==> config.mk <==
export PLATFORM = sky130hd
export DESIGN_NAME = lru_key_value_cache
export DESIGN_NICKNAME = d
export VERILOG_FILES = /design/src/design/lkv_pkg.sv /design/src/design/lkv_ram.sv /design/src/design/lkv_engine.sv /design/src/design/lru_key_value_cache.sv
export SDC_FILE = /design/constraint.sdc
export NUM_CORES = 1
export LEC_CHECK = 0
export ABC_AREA = 0
export BUFFER_PORTS_ARGS = -buffer_cell sky130_fd_sc_hd__buf_2
export CAP_MARGIN = 20
export CORE_UTILIZATION = 25
export DETAILED_ROUTE_END_ITERATION = 12
export GPL_TIMING_DRIVEN = 0
export HOLD_SLACK_MARGIN = 0.06
export PLACE_DENSITY = 0.39
export SLEW_MARGIN = 20
export SYNTH_ARGS = -nofsm -noshare
export SYNTH_HDL_FRONTEND = slang
export SYNTH_SLANG_ARGS = --single-unit
export TNS_END_PERCENT = 30
==> constraint.sdc <==
create_clock -name clk -period 24.4 [get_ports clk]
set_input_delay 6.1 -clock clk [delete_from_list [all_inputs] [get_ports clk]]
set_output_delay 6.1 -clock clk [all_outputs]
set_load 0.005 [all_outputs]
==> src/design/lkv_pkg.sv <==
package lkv_pkg;

  localparam int ENTRIES_DEF = 16;
  localparam int KEY_W       = 32;
  localparam int VAL_W       = 31;
  localparam int CAP_W       = 5;
  localparam int CAP_RESET   = 16;

  localparam logic OP_GET = 1'b0;
  localparam logic OP_PUT = 1'b1;

  typedef struct packed {
    logic             valid;
    logic             hit;
    logic [VAL_W-1:0] value;
  } res_t;

endpackage

==> src/design/lkv_ram.sv <==
module lkv_ram #(
  parameter int WIDTH = 8,
  parameter int DEPTH = 16,
  localparam int AW = (DEPTH > 1) ? $clog2(DEPTH) : 1
) (
  input  logic             clk,
  input  logic             we,
  input  logic [AW-1:0]    waddr,
  input  logic [WIDTH-1:0] wdata,
  input  logic [AW-1:0]    raddr,
  output logic [WIDTH-1:0] rdata
);

  logic [WIDTH-1:0] mem [DEPTH];

  always_ff @(posedge clk) begin
    if (we) begin
      mem[waddr] <= wdata;
    end
    rdata <= mem[raddr];
  end

endmodule

==> src/design/lkv_engine.sv <==
module lkv_engine #(
  parameter int ENTRIES = lkv_pkg::ENTRIES_DEF,
  localparam int IW = (ENTRIES > 1) ? $clog2(ENTRIES) : 1,
  localparam int RW = IW,
  localparam int WW = lkv_pkg::KEY_W + lkv_pkg::VAL_W + RW
) (
  input  logic                      clk,
  input  logic                      rst_n,
  input  logic                      in_valid,
  output logic                      in_ready,
  input  logic                      in_op,
  input  logic [lkv_pkg::KEY_W-1:0] in_key,
  input  logic [lkv_pkg::VAL_W-1:0] in_value,
  input  logic                      cfg_valid,
  input  logic [lkv_pkg::CAP_W-1:0] cfg_data,
  output lkv_pkg::res_t             res,
  input  logic                      res_ready,
  output logic                      ram_we,
  output logic [IW-1:0]             ram_waddr,
  output logic [WW-1:0]             ram_wdata,
  output logic [IW-1:0]             ram_raddr,
  input  logic [WW-1:0]             ram_rdata
);

  localparam int KW = lkv_pkg::KEY_W;
  localparam int VW = lkv_pkg::VAL_W;
  localparam int CW = $clog2(ENTRIES + 1);
  localparam int LW = (CW > lkv_pkg::CAP_W) ? CW : lkv_pkg::CAP_W;

  localparam logic [2:0] S_IDLE   = 3'd0;
  localparam logic [2:0] S_SCAN   = 3'd1;
  localparam logic [2:0] S_DECIDE = 3'd2;
  localparam logic [2:0] S_RESULT = 3'd3;
  localparam logic [2:0] S_UPDATE = 3'd4;

  logic [2:0]               state_r, state_nxt;
  logic [ENTRIES-1:0]       valid_r, valid_nxt;
  logic [CW-1:0]            count_r, count_nxt;
  logic [lkv_pkg::CAP_W-1:0] cap_r, cap_nxt;
  logic [CW-1:0]            cnt_r, cnt_nxt;
  logic                     pend_r, pend_nxt;
  logic [IW-1:0]            pidx_r, pidx_nxt;
  logic                     found_r, found_nxt;
  logic                     vfound_r, vfound_nxt;
  logic                     ffound_r, ffound_nxt;
  logic                     ins_r, ins_nxt;

  logic                     op_r, op_nxt;
  logic [KW-1:0]            key_r, key_nxt;
  logic [VW-1:0]            val_r, val_nxt;
  logic [IW-1:0]            fidx_r, fidx_nxt;
  logic [RW-1:0]            frank_r, frank_nxt;
  logic [VW-1:0]            fval_r, fval_nxt;
  logic [IW-1:0]            vidx_r, vidx_nxt;
  logic [RW-1:0]            vrank_r, vrank_nxt;
  logic [IW-1:0]            fridx_r, fridx_nxt;
  logic [IW-1:0]            tidx_r, tidx_nxt;
  logic [VW-1:0]            tval_r, tval_nxt;
  logic [RW-1:0]            thr_r, thr_nxt;

  logic [KW-1:0]            w_key;
  logic [VW-1:0]            w_val;
  logic [RW-1:0]            w_rank;
  logic                     w_vld;
  logic [LW-1:0]            eff_limit;
  logic                     evict;
  logic                     have_slot;
  logic [IW-1:0]            slot;
  logic                     pass_end;

  assign w_key  = ram_rdata[KW-1:0];
  assign w_val  = ram_rdata[KW+VW-1:KW];
  assign w_rank = ram_rdata[WW-1:KW+VW];
  assign w_vld  = valid_r[pidx_r];

  assign pass_end = (cnt_r == CW'(ENTRIES)) && pend_r;

  always_comb begin
    if (cap_r == '0) begin
      eff_limit = LW'(1);
    end else if (LW'(cap_r) > LW'(ENTRIES)) begin
      eff_limit = LW'(ENTRIES);
    end else begin
      eff_limit = LW'(cap_r);
    end
  end

  assign evict     = (LW'(count_r) >= eff_limit) && vfound_r;
  assign have_slot = evict || ffound_r;

  always_comb begin
    if (evict) begin
      slot = (ffound_r && (fridx_r < vidx_r)) ? fridx_r : vidx_r;
    end else begin
      slot = fridx_r;
    end
  end

  assign in_ready = (state_r == S_IDLE);

  always_comb begin
    state_nxt  = state_r;
    valid_nxt  = valid_r;
    count_nxt  = count_r;
    cap_nxt    = cap_r;
    cnt_nxt    = cnt_r;
    pend_nxt   = pend_r;
    pidx_nxt   = pidx_r;
    found_nxt  = found_r;
    vfound_nxt = vfound_r;
    ffound_nxt = ffound_r;
    ins_nxt    = ins_r;
    op_nxt     = op_r;
    key_nxt    = key_r;
    val_nxt    = val_r;
    fidx_nxt   = fidx_r;
    frank_nxt  = frank_r;
    fval_nxt   = fval_r;
    vidx_nxt   = vidx_r;
    vrank_nxt  = vrank_r;
    fridx_nxt  = fridx_r;
    tidx_nxt   = tidx_r;
    tval_nxt   = tval_r;
    thr_nxt    = thr_r;
    ram_we     = 1'b0;
    ram_waddr  = pidx_r;
    ram_wdata  = '0;
    ram_raddr  = cnt_r[IW-1:0];
    res        = '0;

    if (cfg_valid) begin
      cap_nxt = cfg_data;
    end

    unique case (state_r)
      S_IDLE: begin
        if (in_valid) begin
          op_nxt     = in_op;
          key_nxt    = in_key;
          val_nxt    = in_value;
          found_nxt  = 1'b0;
          vfound_nxt = 1'b0;
          ffound_nxt = 1'b0;
          cnt_nxt    = '0;
          pend_nxt   = 1'b0;
          state_nxt  = S_SCAN;
        end
      end
      S_SCAN: begin
        if (cnt_r != CW'(ENTRIES)) begin
          pend_nxt = 1'b1;
          pidx_nxt = cnt_r[IW-1:0];
          cnt_nxt  = cnt_r + CW'(1);
        end else begin
          pend_nxt = 1'b0;
        end
        if (pend_r) begin
          if (w_vld && (w_key == key_r) && !found_r) begin
            found_nxt = 1'b1;
            fidx_nxt  = pidx_r;
            frank_nxt = w_rank;
            fval_nxt  = w_val;
          end
          if (w_vld && (!vfound_r || (w_rank > vrank_r))) begin
            vfound_nxt = 1'b1;
            vidx_nxt   = pidx_r;
            vrank_nxt  = w_rank;
          end
          if (!w_vld && !ffound_r) begin
            ffound_nxt = 1'b1;
            fridx_nxt  = pidx_r;
          end
        end
        if (pass_end) begin
          state_nxt = S_DECIDE;
        end
      end
      S_DECIDE: begin
        cnt_nxt  = '0;
        pend_nxt = 1'b0;
        ins_nxt  = 1'b0;
        tidx_nxt = fidx_r;
        thr_nxt  = frank_r;
        if (op_r == lkv_pkg::OP_GET) begin
          tval_nxt  = fval_r;
          state_nxt = S_RESULT;
        end else if (found_r) begin
          tval_nxt  = val_r;
          state_nxt = S_UPDATE;
        end else begin
          ins_nxt  = 1'b1;
          tval_nxt = val_r;
          tidx_nxt = slot;
          if (evict) begin
            valid_nxt[vidx_r] = 1'b0;
          end
          if (have_slot) begin
            valid_nxt[slot] = 1'b1;
            if (!evict) begin
              count_nxt = count_r + CW'(1);
            end
            state_nxt = S_UPDATE;
          end else begin
            state_nxt = S_IDLE;
          end
        end
      end
      S_RESULT: begin
        res.valid = 1'b1;
        res.hit   = found_r;
        res.value = found_r ? fval_r : '0;
        if (res_ready) begin
          state_nxt = found_r ? S_UPDATE : S_IDLE;
        end
      end
      S_UPDATE: begin
        if (cnt_r != CW'(ENTRIES)) begin
          pend_nxt = 1'b1;
          pidx_nxt = cnt_r[IW-1:0];
          cnt_nxt  = cnt_r + CW'(1);
        end else begin
          pend_nxt = 1'b0;
        end
        if (pend_r) begin
          if (pidx_r == tidx_r) begin
            ram_we    = 1'b1;
            ram_wdata = {RW'(0), tval_r, key_r};
          end else if (w_vld && (ins_r || (w_rank < thr_r))) begin
            ram_we    = 1'b1;
            ram_wdata = {w_rank + RW'(1), w_val, w_key};
          end
        end
        if (pass_end) begin
          state_nxt = S_IDLE;
        end
      end
      default: begin
        state_nxt = S_IDLE;
      end
    endcase
  end

  always_ff @(posedge clk) begin
    if (!rst_n) begin
      state_r  <= S_IDLE;
      valid_r  <= '0;
      count_r  <= '0;
      cap_r    <= lkv_pkg::CAP_W'(lkv_pkg::CAP_RESET);
      cnt_r    <= '0;
      pend_r   <= 1'b0;
      found_r  <= 1'b0;
      vfound_r <= 1'b0;
      ffound_r <= 1'b0;
      ins_r    <= 1'b0;
    end else begin
      state_r  <= state_nxt;
      valid_r  <= valid_nxt;
      count_r  <= count_nxt;
      cap_r    <= cap_nxt;
      cnt_r    <= cnt_nxt;
      pend_r   <= pend_nxt;
      found_r  <= found_nxt;
      vfound_r <= vfound_nxt;
      ffound_r <= ffound_nxt;
      ins_r    <= ins_nxt;
    end
  end

  always_ff @(posedge clk) begin
    pidx_r  <= pidx_nxt;
    op_r    <= op_nxt;
    key_r   <= key_nxt;
    val_r   <= val_nxt;
    fidx_r  <= fidx_nxt;
    frank_r <= frank_nxt;
    fval_r  <= fval_nxt;
    vidx_r  <= vidx_nxt;
    vrank_r <= vrank_nxt;
    fridx_r <= fridx_nxt;
    tidx_r  <= tidx_nxt;
    tval_r  <= tval_nxt;
    thr_r   <= thr_nxt;
  end

  a_count_matches_valid: assert property (@(posedge clk) disable iff (!rst_n)
    $countones(valid_r) == int'(count_r))
    else $error("entry count out of step with valid bits");

  a_count_bound: assert property (@(posedge clk) disable iff (!rst_n)
    int'(count_r) <= ENTRIES)
    else $error("entry count above store depth");

  a_write_in_update: assert property (@(posedge clk) disable iff (!rst_n)
    ram_we |-> (state_r == S_UPDATE))
    else $error("store written outside the rank pass");

  a_get_answers: assert property (@(posedge clk) disable iff (!rst_n)
    (state_r == S_DECIDE && op_r == lkv_pkg::OP_GET) |=> (state_r == S_RESULT))
    else $error("get finished its search without a result");

endmodule

==> src/design/lru_key_value_cache.sv <==
// Fully associative key-value cache with least-recently-used replacement. Each in_ beat is a
// get (tuser 0) or a put (tuser 1); a get returns one out_ beat with the hit flag in tuser and
// the stored value (0 on a miss) in tdata, a put returns nothing. Entries live in one RAM that
// a single read port visits once per pass. Every item takes one pass to match the key and find
// the oldest and a free entry; a put and a get that hits then take a read-modify-write pass to
// age the ranks, and a get also waits while its result finds the output register full. One item
// is worked on at a time; a finished result waits in an output register so the next item can
// be taken meanwhile. The capacity register written over cfg_ is read as 1 when 0 and as
// ENTRIES when above it, and may only be written while no item is in progress.
module lru_key_value_cache #(
  parameter int ENTRIES = lkv_pkg::ENTRIES_DEF
) (
  input  logic                      clk,
  input  logic                      rst_n,
  input  logic                      in_tvalid,
  output logic                      in_tready,
  input  logic [63:0]               in_tdata,   // key[31:0], value[62:32], zero
  input  logic [0:0]                in_tuser,   // op
  output logic                      out_tvalid,
  input  logic                      out_tready,
  output logic [31:0]               out_tdata,  // read_value[30:0], zero
  output logic [0:0]                out_tuser,  // hit
  input  logic                      cfg_valid,
  output logic                      cfg_ready,
  input  logic [lkv_pkg::CAP_W-1:0] cfg_data
);

  localparam int IW = (ENTRIES > 1) ? $clog2(ENTRIES) : 1;
  localparam int WW = lkv_pkg::KEY_W + lkv_pkg::VAL_W + IW;

  lkv_pkg::res_t             res;
  logic                      res_ready;
  logic                      ram_we;
  logic [IW-1:0]             ram_waddr;
  logic [WW-1:0]             ram_wdata;
  logic [IW-1:0]             ram_raddr;
  logic [WW-1:0]             ram_rdata;

  logic                      out_valid_r;
  logic                      out_hit_r;
  logic [lkv_pkg::VAL_W-1:0] out_val_r;

  assign cfg_ready = 1'b1;

  lkv_engine #(
    .ENTRIES (ENTRIES)
  ) u_engine (
    .clk       (clk),
    .rst_n     (rst_n),
    .in_valid  (in_tvalid),
    .in_ready  (in_tready),
    .in_op     (in_tuser[0]),
    .in_key    (in_tdata[lkv_pkg::KEY_W-1:0]),
    .in_value  (in_tdata[lkv_pkg::KEY_W+lkv_pkg::VAL_W-1:lkv_pkg::KEY_W]),
    .cfg_valid (cfg_valid),
    .cfg_data  (cfg_data),
    .res       (res),
    .res_ready (res_ready),
    .ram_we    (ram_we),
    .ram_waddr (ram_waddr),
    .ram_wdata (ram_wdata),
    .ram_raddr (ram_raddr),
    .ram_rdata (ram_rdata)
  );

  lkv_ram #(
    .WIDTH (WW),
    .DEPTH (ENTRIES)
  ) u_ram (
    .clk   (clk),
    .we    (ram_we),
    .waddr (ram_waddr),
    .wdata (ram_wdata),
    .raddr (ram_raddr),
    .rdata (ram_rdata)
  );

  // output register, refilled in the cycle the previous beat leaves
  assign res_ready = !out_valid_r || out_tready;

  always_ff @(posedge clk) begin
    if (!rst_n) begin
      out_valid_r <= 1'b0;
    end else if (res.valid && res_ready) begin
      out_valid_r <= 1'b1;
    end else if (out_tready) begin
      out_valid_r <= 1'b0;
    end
  end

  always_ff @(posedge clk) begin
    if (res.valid && res_ready) begin
      out_hit_r <= res.hit;
      out_val_r <= res.value;
    end
  end

  assign out_tvalid = out_valid_r;
  assign out_tuser  = out_hit_r;
  assign out_tdata  = {1'b0, out_val_r};

endmodule

### Yosys cells after proc, flatten, opt, wreduce, memory -nomap -nowiden

Memory sizes are Yosys's and may differ from the RTL's. A register that Yosys moved wholly into a read port is not among the register bits.
Index checks and enable logic that the tools add are counted.

| word-level totals | value |
|---|---|
| flip-flop bits (word level) | 230 |
| input port bits | 75 |
| memory bits (writable) | 1072 |
| latch bits | 0 |
| bits in read-only memories | 0 |
| output and inout port bits | 36 |
| memories kept | 1 |

| operators by class | value |
|---|---|
| shift operators | 0 |
| reductions and logical operators | 40 |
| multiplexer cells | 58 |
| order comparisons | 10 |
| bitwise gates (word level) | 5 |
| div/mod/pow operators | 0 |
| equal/unequal tests | 17 |
| add/sub/neg operators | 3 |
| multiply operators | 0 |

Memories:

| memory | words | bits a word | read ports | clocked after Yosys merged registers in | write ports | line | text |
|---|---|---|---|---|---|---|---|
| u_ram.mem | 16 | 67 | 1 | 1 | 1 | lkv_ram.sv:14 | `logic [WIDTH-1:0] mem [DEPTH];` |

Operator list:

| cell | number |
|---|---|
| $mux W67 | 4 |
| $mux W16 | 5 |
| $mux W31 | 2 |
| $mux W33 | 1 |
| $eq A32 B32 Y1 | 1 |
| $mux W3 | 8 |
| $mux W1 | 21 |
| $mux W5 | 4 |
| $and A16 B16 Y16 | 1 |
| $mux W4 | 4 |
| $not A16 Y16 | 1 |
| $or A16 B16 Y16 | 1 |
| $reduce_and A4 Y1 | 4 |
| $lt A4 B5 Y1 const B | 3 |
| $pmux W3 S5 | 1 |
| $pmux W5 S3 | 1 |
| $reduce_and A3 Y1 | 5 |
| $ne A2 B1 Y1 const B | 7 |
| $logic_and A1 B1 Y1 | 11 |
| $add A5 B1 Y5 const B | 2 |
| $demux W1 S4 | 2 |
| $ge A4 B1 Y1 const B | 2 |
| $lt A4 B4 Y1 | 2 |
| $reduce_and A2 Y1 | 4 |
| other kinds (23) | 36 |

### Longest topological paths before layout

| logic depth | value |
|---|---|
| depth after elaboration | 12 |
| gate-level depth with buffers | 11 |
| gate-level depth less buffers | 10 |

### Hierarchy

From an unflattened synthesis, not the netlist that was laid out.

| unflattened totals | value |
|---|---|
| cell total of the unflattened synthesis | 2566 |
| area, all modules | 51718.4 um2 |

By module, submodules not included:

| module | instances | cells an instance | area each (um2) |
|---|---|---|---|
| lkv_ram | 1 | 1724 | 41404.7 |
| lkv_engine | 1 | 801 | 9272.6 |
| lru_key_value_cache | 1 | 41 | 1041.0 |

### Least setup slack after synthesis

Ideal clock, no wire load.

| timing path | value |
|---|---|
| path type | register to register |
| from | register u_engine.pidx_r[0] (netlist: u_engine.ram_waddr[0]) |
| to | memory u_ram.mem[0][0] (netlist name), enable pin |
| path buffers | 2 |
| path slack | 15148 ps |
| arrival time | 8571 ps |
| stages on the path, launching flop included | 9 |
| setup time | 681 ps |
| period minus slack after synthesis | 9252 ps |
| data required time | 23719 ps |
| path through | edfxtp_1 > buf_6 > mux4_2 > nand3_1 > nand3_1 > a21boi_2 > o21bai_2 > buf_6 > nor4b_1 |

| on the way | value |
|---|---|
| cells in the longest elaborated chain, start to end | 9 |
| elaborated cells on any way between the ends | 10 |
| classes of those cells | eq/ne: 1; mux: 8; reduce/logical: 1 |

Ends and longest elaborated chain:

| what | line | text |
|---|---|---|
| from (decl) | lkv_engine.sv:42 | `logic [IW-1:0] pidx_r, pidx_nxt;` |
| from (signal assigned) | lkv_engine.sv:270 | `pidx_r <= pidx_nxt;` |
| $bmux W1 S4 | lkv_engine.sv:74 | `assign w_vld = valid_r[pidx_r];` |
| $mux W1 (implied by the code) | lkv_engine.sv:74 |  |
| $logic_and A1 B1 Y1 | lkv_engine.sv:228 | `end else if (w_vld && (ins_r \|\| (w_rank < thr_r))) begin` |
| $mux W1 | lkv_engine.sv:228 |  |
| $mux W1 | lkv_engine.sv:225 | `if (pidx_r == tidx_r) begin` |
| $mux W1 | lkv_engine.sv:224 | `if (pend_r) begin` |
| $mux W1 | lkv_engine.sv:135 | `unique case (state_r)` |
| $mux W1 | lkv_ram.sv:17 | `if (we) begin` |
| $mux W1 (implied by the code) | lkv_ram.sv:18 | `mem[waddr] <= wdata;` |
| to (decl) | lkv_ram.sv:14 |  |

Parallel ways exist; a longest one is shown, timed or not. The select of a mux whose other input is x is not followed.

### Worst setup path in the final report

| timing path | value |
|---|---|
| from | register u_engine.state_r[0] |
| to | output in_tready |

| on the way | value |
|---|---|
| cells in the longest elaborated chain, start to end | 1 |

Ends and longest elaborated chain:

| what | line | text |
|---|---|---|
| from (decl) | lkv_engine.sv:36 | `logic [2:0] state_r, state_nxt;` |
| from (signal assigned) | lkv_engine.sv:256 | `state_r <= state_nxt;` |
| $logic_not A3 Y1 | lkv_engine.sv:99 | `assign in_ready = (state_r == S_IDLE);` |
| to (decl) | lru_key_value_cache.sv:16 | `output logic in_tready,` |

Every way passes these cells.

==> results.json <==
{
  "grt_util_all_layers": 0.138,
  "grt_max_degree": 38,
  "fin_setup_tns_ps": 0,
  "crit_path_max_fanout": 8,
  "htreeDepth": 4,
  "drc": 0,
  "nFillCells": 19707,
  "slowest_stage": "nor3_1",
  "crit_type": "register to output port",
  "final_cell_mix": "edfxtp_1, mux4_2, buf_2",
  "hp-class": "register to register",
  "clk_latency_ps": 790,
  "cp-end-kind": "output port",
  "drt-initial-drc-count": 1917,
  "hold_viol": 0,
  "p_leak_nw": 17.0,
  "drive_gt1_frac": 0.348,
  "clk_pin_slew_ps": 60,
  "r2r-end": "u_ram.mem[4][31]",
  "whs_endpoint": "u_engine.thr_r[1]",
  "dr.pass1.iters": 5,
  "syn_area_mm2": 0.0519,
  "synth_compound_area_frac": 0.0123,
  "core_mm2": 0.205,
  "pwr-share-clk": 0.425,
  "p_comb_frac": 0.081,
  "path_buf_inv": 2,
  "postRouteWirelength_um": 144000,
  "ctsLongestPathBuffers": 3,
  "hp-start": "u_engine.frank_r[1]",
  "path_delay_family": "buffers and inverters",
  "holdWs_ps": 406,
  "drt-wirelength-per-cell_um": 25.4,
  "post_cts_buffers": 0,
  "yosysUniqueCellTypes": 52,
  "synth_top_family_by_area": "multiplexers",
  "area_growth_pct": 20.9,
  "rows": 166,
  "fp.dieW_um": 457,
  "synth.avg_cell_area_um2": 22.1,
  "p_per_area_mw_per_mm2": 84.5,
  "crit_chain": "clkbuf_1 > nor3_1 > buf_2",
  "worst_slew_pin_slew_ps": 1170,
  "p_sw_frac": 0.234,
  "clock-sinks": 1369,
  "p_int_mw": 4.06,
  "cts_buffers": 152,
  "hold_depth": 0,
  "ctsResizeCount": 0,
  "p_seq_frac": 0.494,
  "outcome": "finished clean",
  "p_sw_mw": 1.24,
  "grt_pass1_vias": 27135,
  "synthSimpleGateAreaFrac": 0.0239,
  "fin_nets": 2962,
  "die_area_mm2": 0.209,
  "start_kind": "register",
  "post-route-min-period_ps": 7930,
  "cpPeakStageDelay_ps": 370,
  "synth_nets": 2444,
  "r2r_setup_slack_ps": 19520,
  "final_cell_area_mm2": 0.0627,
  "startpoint": "u_engine.state_r[0]",
  "grt_pass1_wl_um": 204000,
  "skew_ps": 32.3,
  "drv_slew": 0,
  "ys_seq_area_frac": 0.772,
  "regArea_mm2": 0.0400,
  "io_buffer_count": 106,
  "vias": 25149,
  "worst_ep_required_time_ps": 18300,
  "ant_nets": 0,
  "routed_via_density": 4.42,
  "netlist_instances": 2350,
  "ir_drop_mv": 0.0582,
  "place_hpwl_um": 100000,
  "muxShareOfSynthArea": 0.169,
  "rsz0062_at_grt": "false",
  "dpl_cell_area_mm2": 0.0578,
  "routabilityCongestion": 0.728,
  "grt_overflow": 0,
  "cts-root-buf": "clkbuf_16",
  "die_h_um": 457,
  "max_freq_ghz": 0.126,
  "layout_commonest_cell": "edfxtp_1",
  "r2r_cells": 15,
  "synth_xor_area_frac": 0.00726,
  "cts_tree": "yes",
  "antenna_found_initial": 9,
  "period_share": 0.325,
  "multi_input_area_mm2": 0.0114,
  "max_slew_margin": 0.220,
  "drv_cap": 0,
  "cts_hold_buf": 0,
  "yosys.area_share.adder": 0.00458,
  "ios": 111,
  "reg2reg_from": "u_engine.ram_waddr[1]",
  "synth_warnings": 0,
  "setup_viol": 0,
  "start_util": 0.252,
  "worstPathArrival_ps": 1830,
  "synth_seq_cells": 1369
}
-- cell type report --
cell class,count,area share
multi-input cells,844,0.181
plain buffers,118,0.00865
diodes,2,0.0000799
clock buffers,217,0.0687
repair buffers,364,0.0383
inverters,19,0.00122
flip-flops and latches,1369,0.639
well taps,2688,0.0537
clock inverters,63,0.00922
-- kinds of logic (layout without fill, tap and decap cells) --
family / after synthesis / after routing
fa+ha+maj: 19 / 19
mux: 445 / 445
xor+xnor: 43 / 43
other cells: 2 / 4
flops: 1369 / 1369
compound gates: 89 / 89
buf+inv: 137 / 781
simple gates: 246 / 246
-- sequential cells by signal, indices dropped and copies added (netlist names), 3 cells and up --
register	cells
u_engine.state_r	3
u_engine.ram_waddr	4
u_engine.frank_r	4
u_engine.cnt_r	5
u_ram.mem	1072
u_engine.count_r	5
u_engine.tidx_r	4
u_engine.key_r	32
u_engine.vidx_r	4
u_engine.fidx_r	4
out_val_r	31
u_engine.fval_r	31
u_engine.fridx_r	4
u_engine.thr_r	4
u_engine.val_r	31
u_engine.vrank_r	4
u_engine.cap_r	5
u_engine.tval_r	31
u_ram.rdata	67
u_engine.valid_r	16
-- worst max-delay path by stage --
| stage | cells past startpoint | endpoint |
|---|---|---|
| global route | 3 | in_tready |
| finish | 3 | in_tready |
| detailed placement | 5 | u_engine.valid_r[0] |
| floorplan | 8 | u_ram.mem[0][0] |
| CTS | 3 | in_tready |
| global placement | 8 | u_ram.mem[0][33] |
-- power by group through the flow --
stage                     clock [mW]  combinational (mW)  sequential [mW]
final                           2.25               0.430             2.62
after global routing            2.40               0.468             2.62
after CTS                       2.31               0.451             2.62
after detailed placement           0               0.449             2.67
after global placement             0               0.429             2.67
after floorplan                    0               0.270             2.65
-- through the flow --
| step | utilization | total power, mW | worst slack, ps | std cells |
|---|---|---|---|---|
| after global placement | 0.271 | 3.10 | 1480 | 5144 |
| after floorplan | - | 2.92 | 15150 | 2350 |
| final | 0.305 | 5.29 | 16470 | 5684 |
| after CTS | 0.305 | 5.39 | 16370 | 5681 |
| after detailed placement | 0.281 | 3.12 | 16830 | 5401 |
| after global routing | 0.305 | 5.49 | 16290 | 5683 |
-- synthesized netlist by cell type, drive strengths merged --
| library cell | number | share of area |
|---|---|---|
| nor4 | 12 | 0.0014 |
| mux2 | 34 | 0.0074 |
| xor2 | 22 | 0.0037 |
| a22oi | 2 | 0.00029 |
| a21o | 2 | 0.00029 |
| nand3b | 2 | 0.00029 |
| conb | 2 | 0.00014 |
| edfxtp | 1262 | 0.73 |
| a32oi | 1 | 0.00017 |
| nand2b | 13 | 0.0016 |
| o21ai | 13 | 0.0013 |
| xnor2 | 21 | 0.0035 |
| o21bai | 1 | 0.00022 |
| or3 | 1 | 0.00012 |
| a31oi | 2 | 0.00024 |
| a41oi | 5 | 0.00084 |
| and2 | 41 | 0.0049 |
| o31ai | 17 | 0.0025 |
| nor2 | 86 | 0.0062 |
| nor4bb | 1 | 0.00019 |
| o311ai | 5 | 0.00084 |
| o311a | 1 | 0.00019 |
| nor3 | 21 | 0.0021 |
| nand2 | 22 | 0.0016 |
| a21boi | 4 | 0.00065 |
| a2bb2oi | 1 | 0.00017 |
| inv | 19 | 0.0014 |
| and3 | 3 | 0.00036 |
| nand3 | 15 | 0.0014 |
| nor4b | 1 | 0.00017 |
| o211ai | 13 | 0.0019 |
| o21a | 3 | 0.00043 |
| a41o | 2 | 0.00039 |
| buf | 48 | 0.0047 |
| nand4 | 7 | 0.00084 |
| nor2b | 21 | 0.0025 |
| o2111a | 1 | 0.00022 |
| dfxtp | 107 | 0.041 |
| a211oi | 2 | 0.00029 |
| a21oi | 13 | 0.0013 |
| mux2i | 72 | 0.014 |
| mux4 | 339 | 0.15 |
| a211o | 1 | 0.00017 |
| clkbuf | 70 | 0.0051 |
| ha | 19 | 0.0046 |
-- routing by layer --
| layer | wire length [um] | GRT usage |
|---|---|---|
| met4 | 2490 | 0.0345 |
| met1 | 63000 | 0.181 |
| met3 | 5880 | 0.0224 |
| met2 | 72900 | 0.236 |
| met5 | 49 | 0 |
Power figures use the tool's default switching activity.
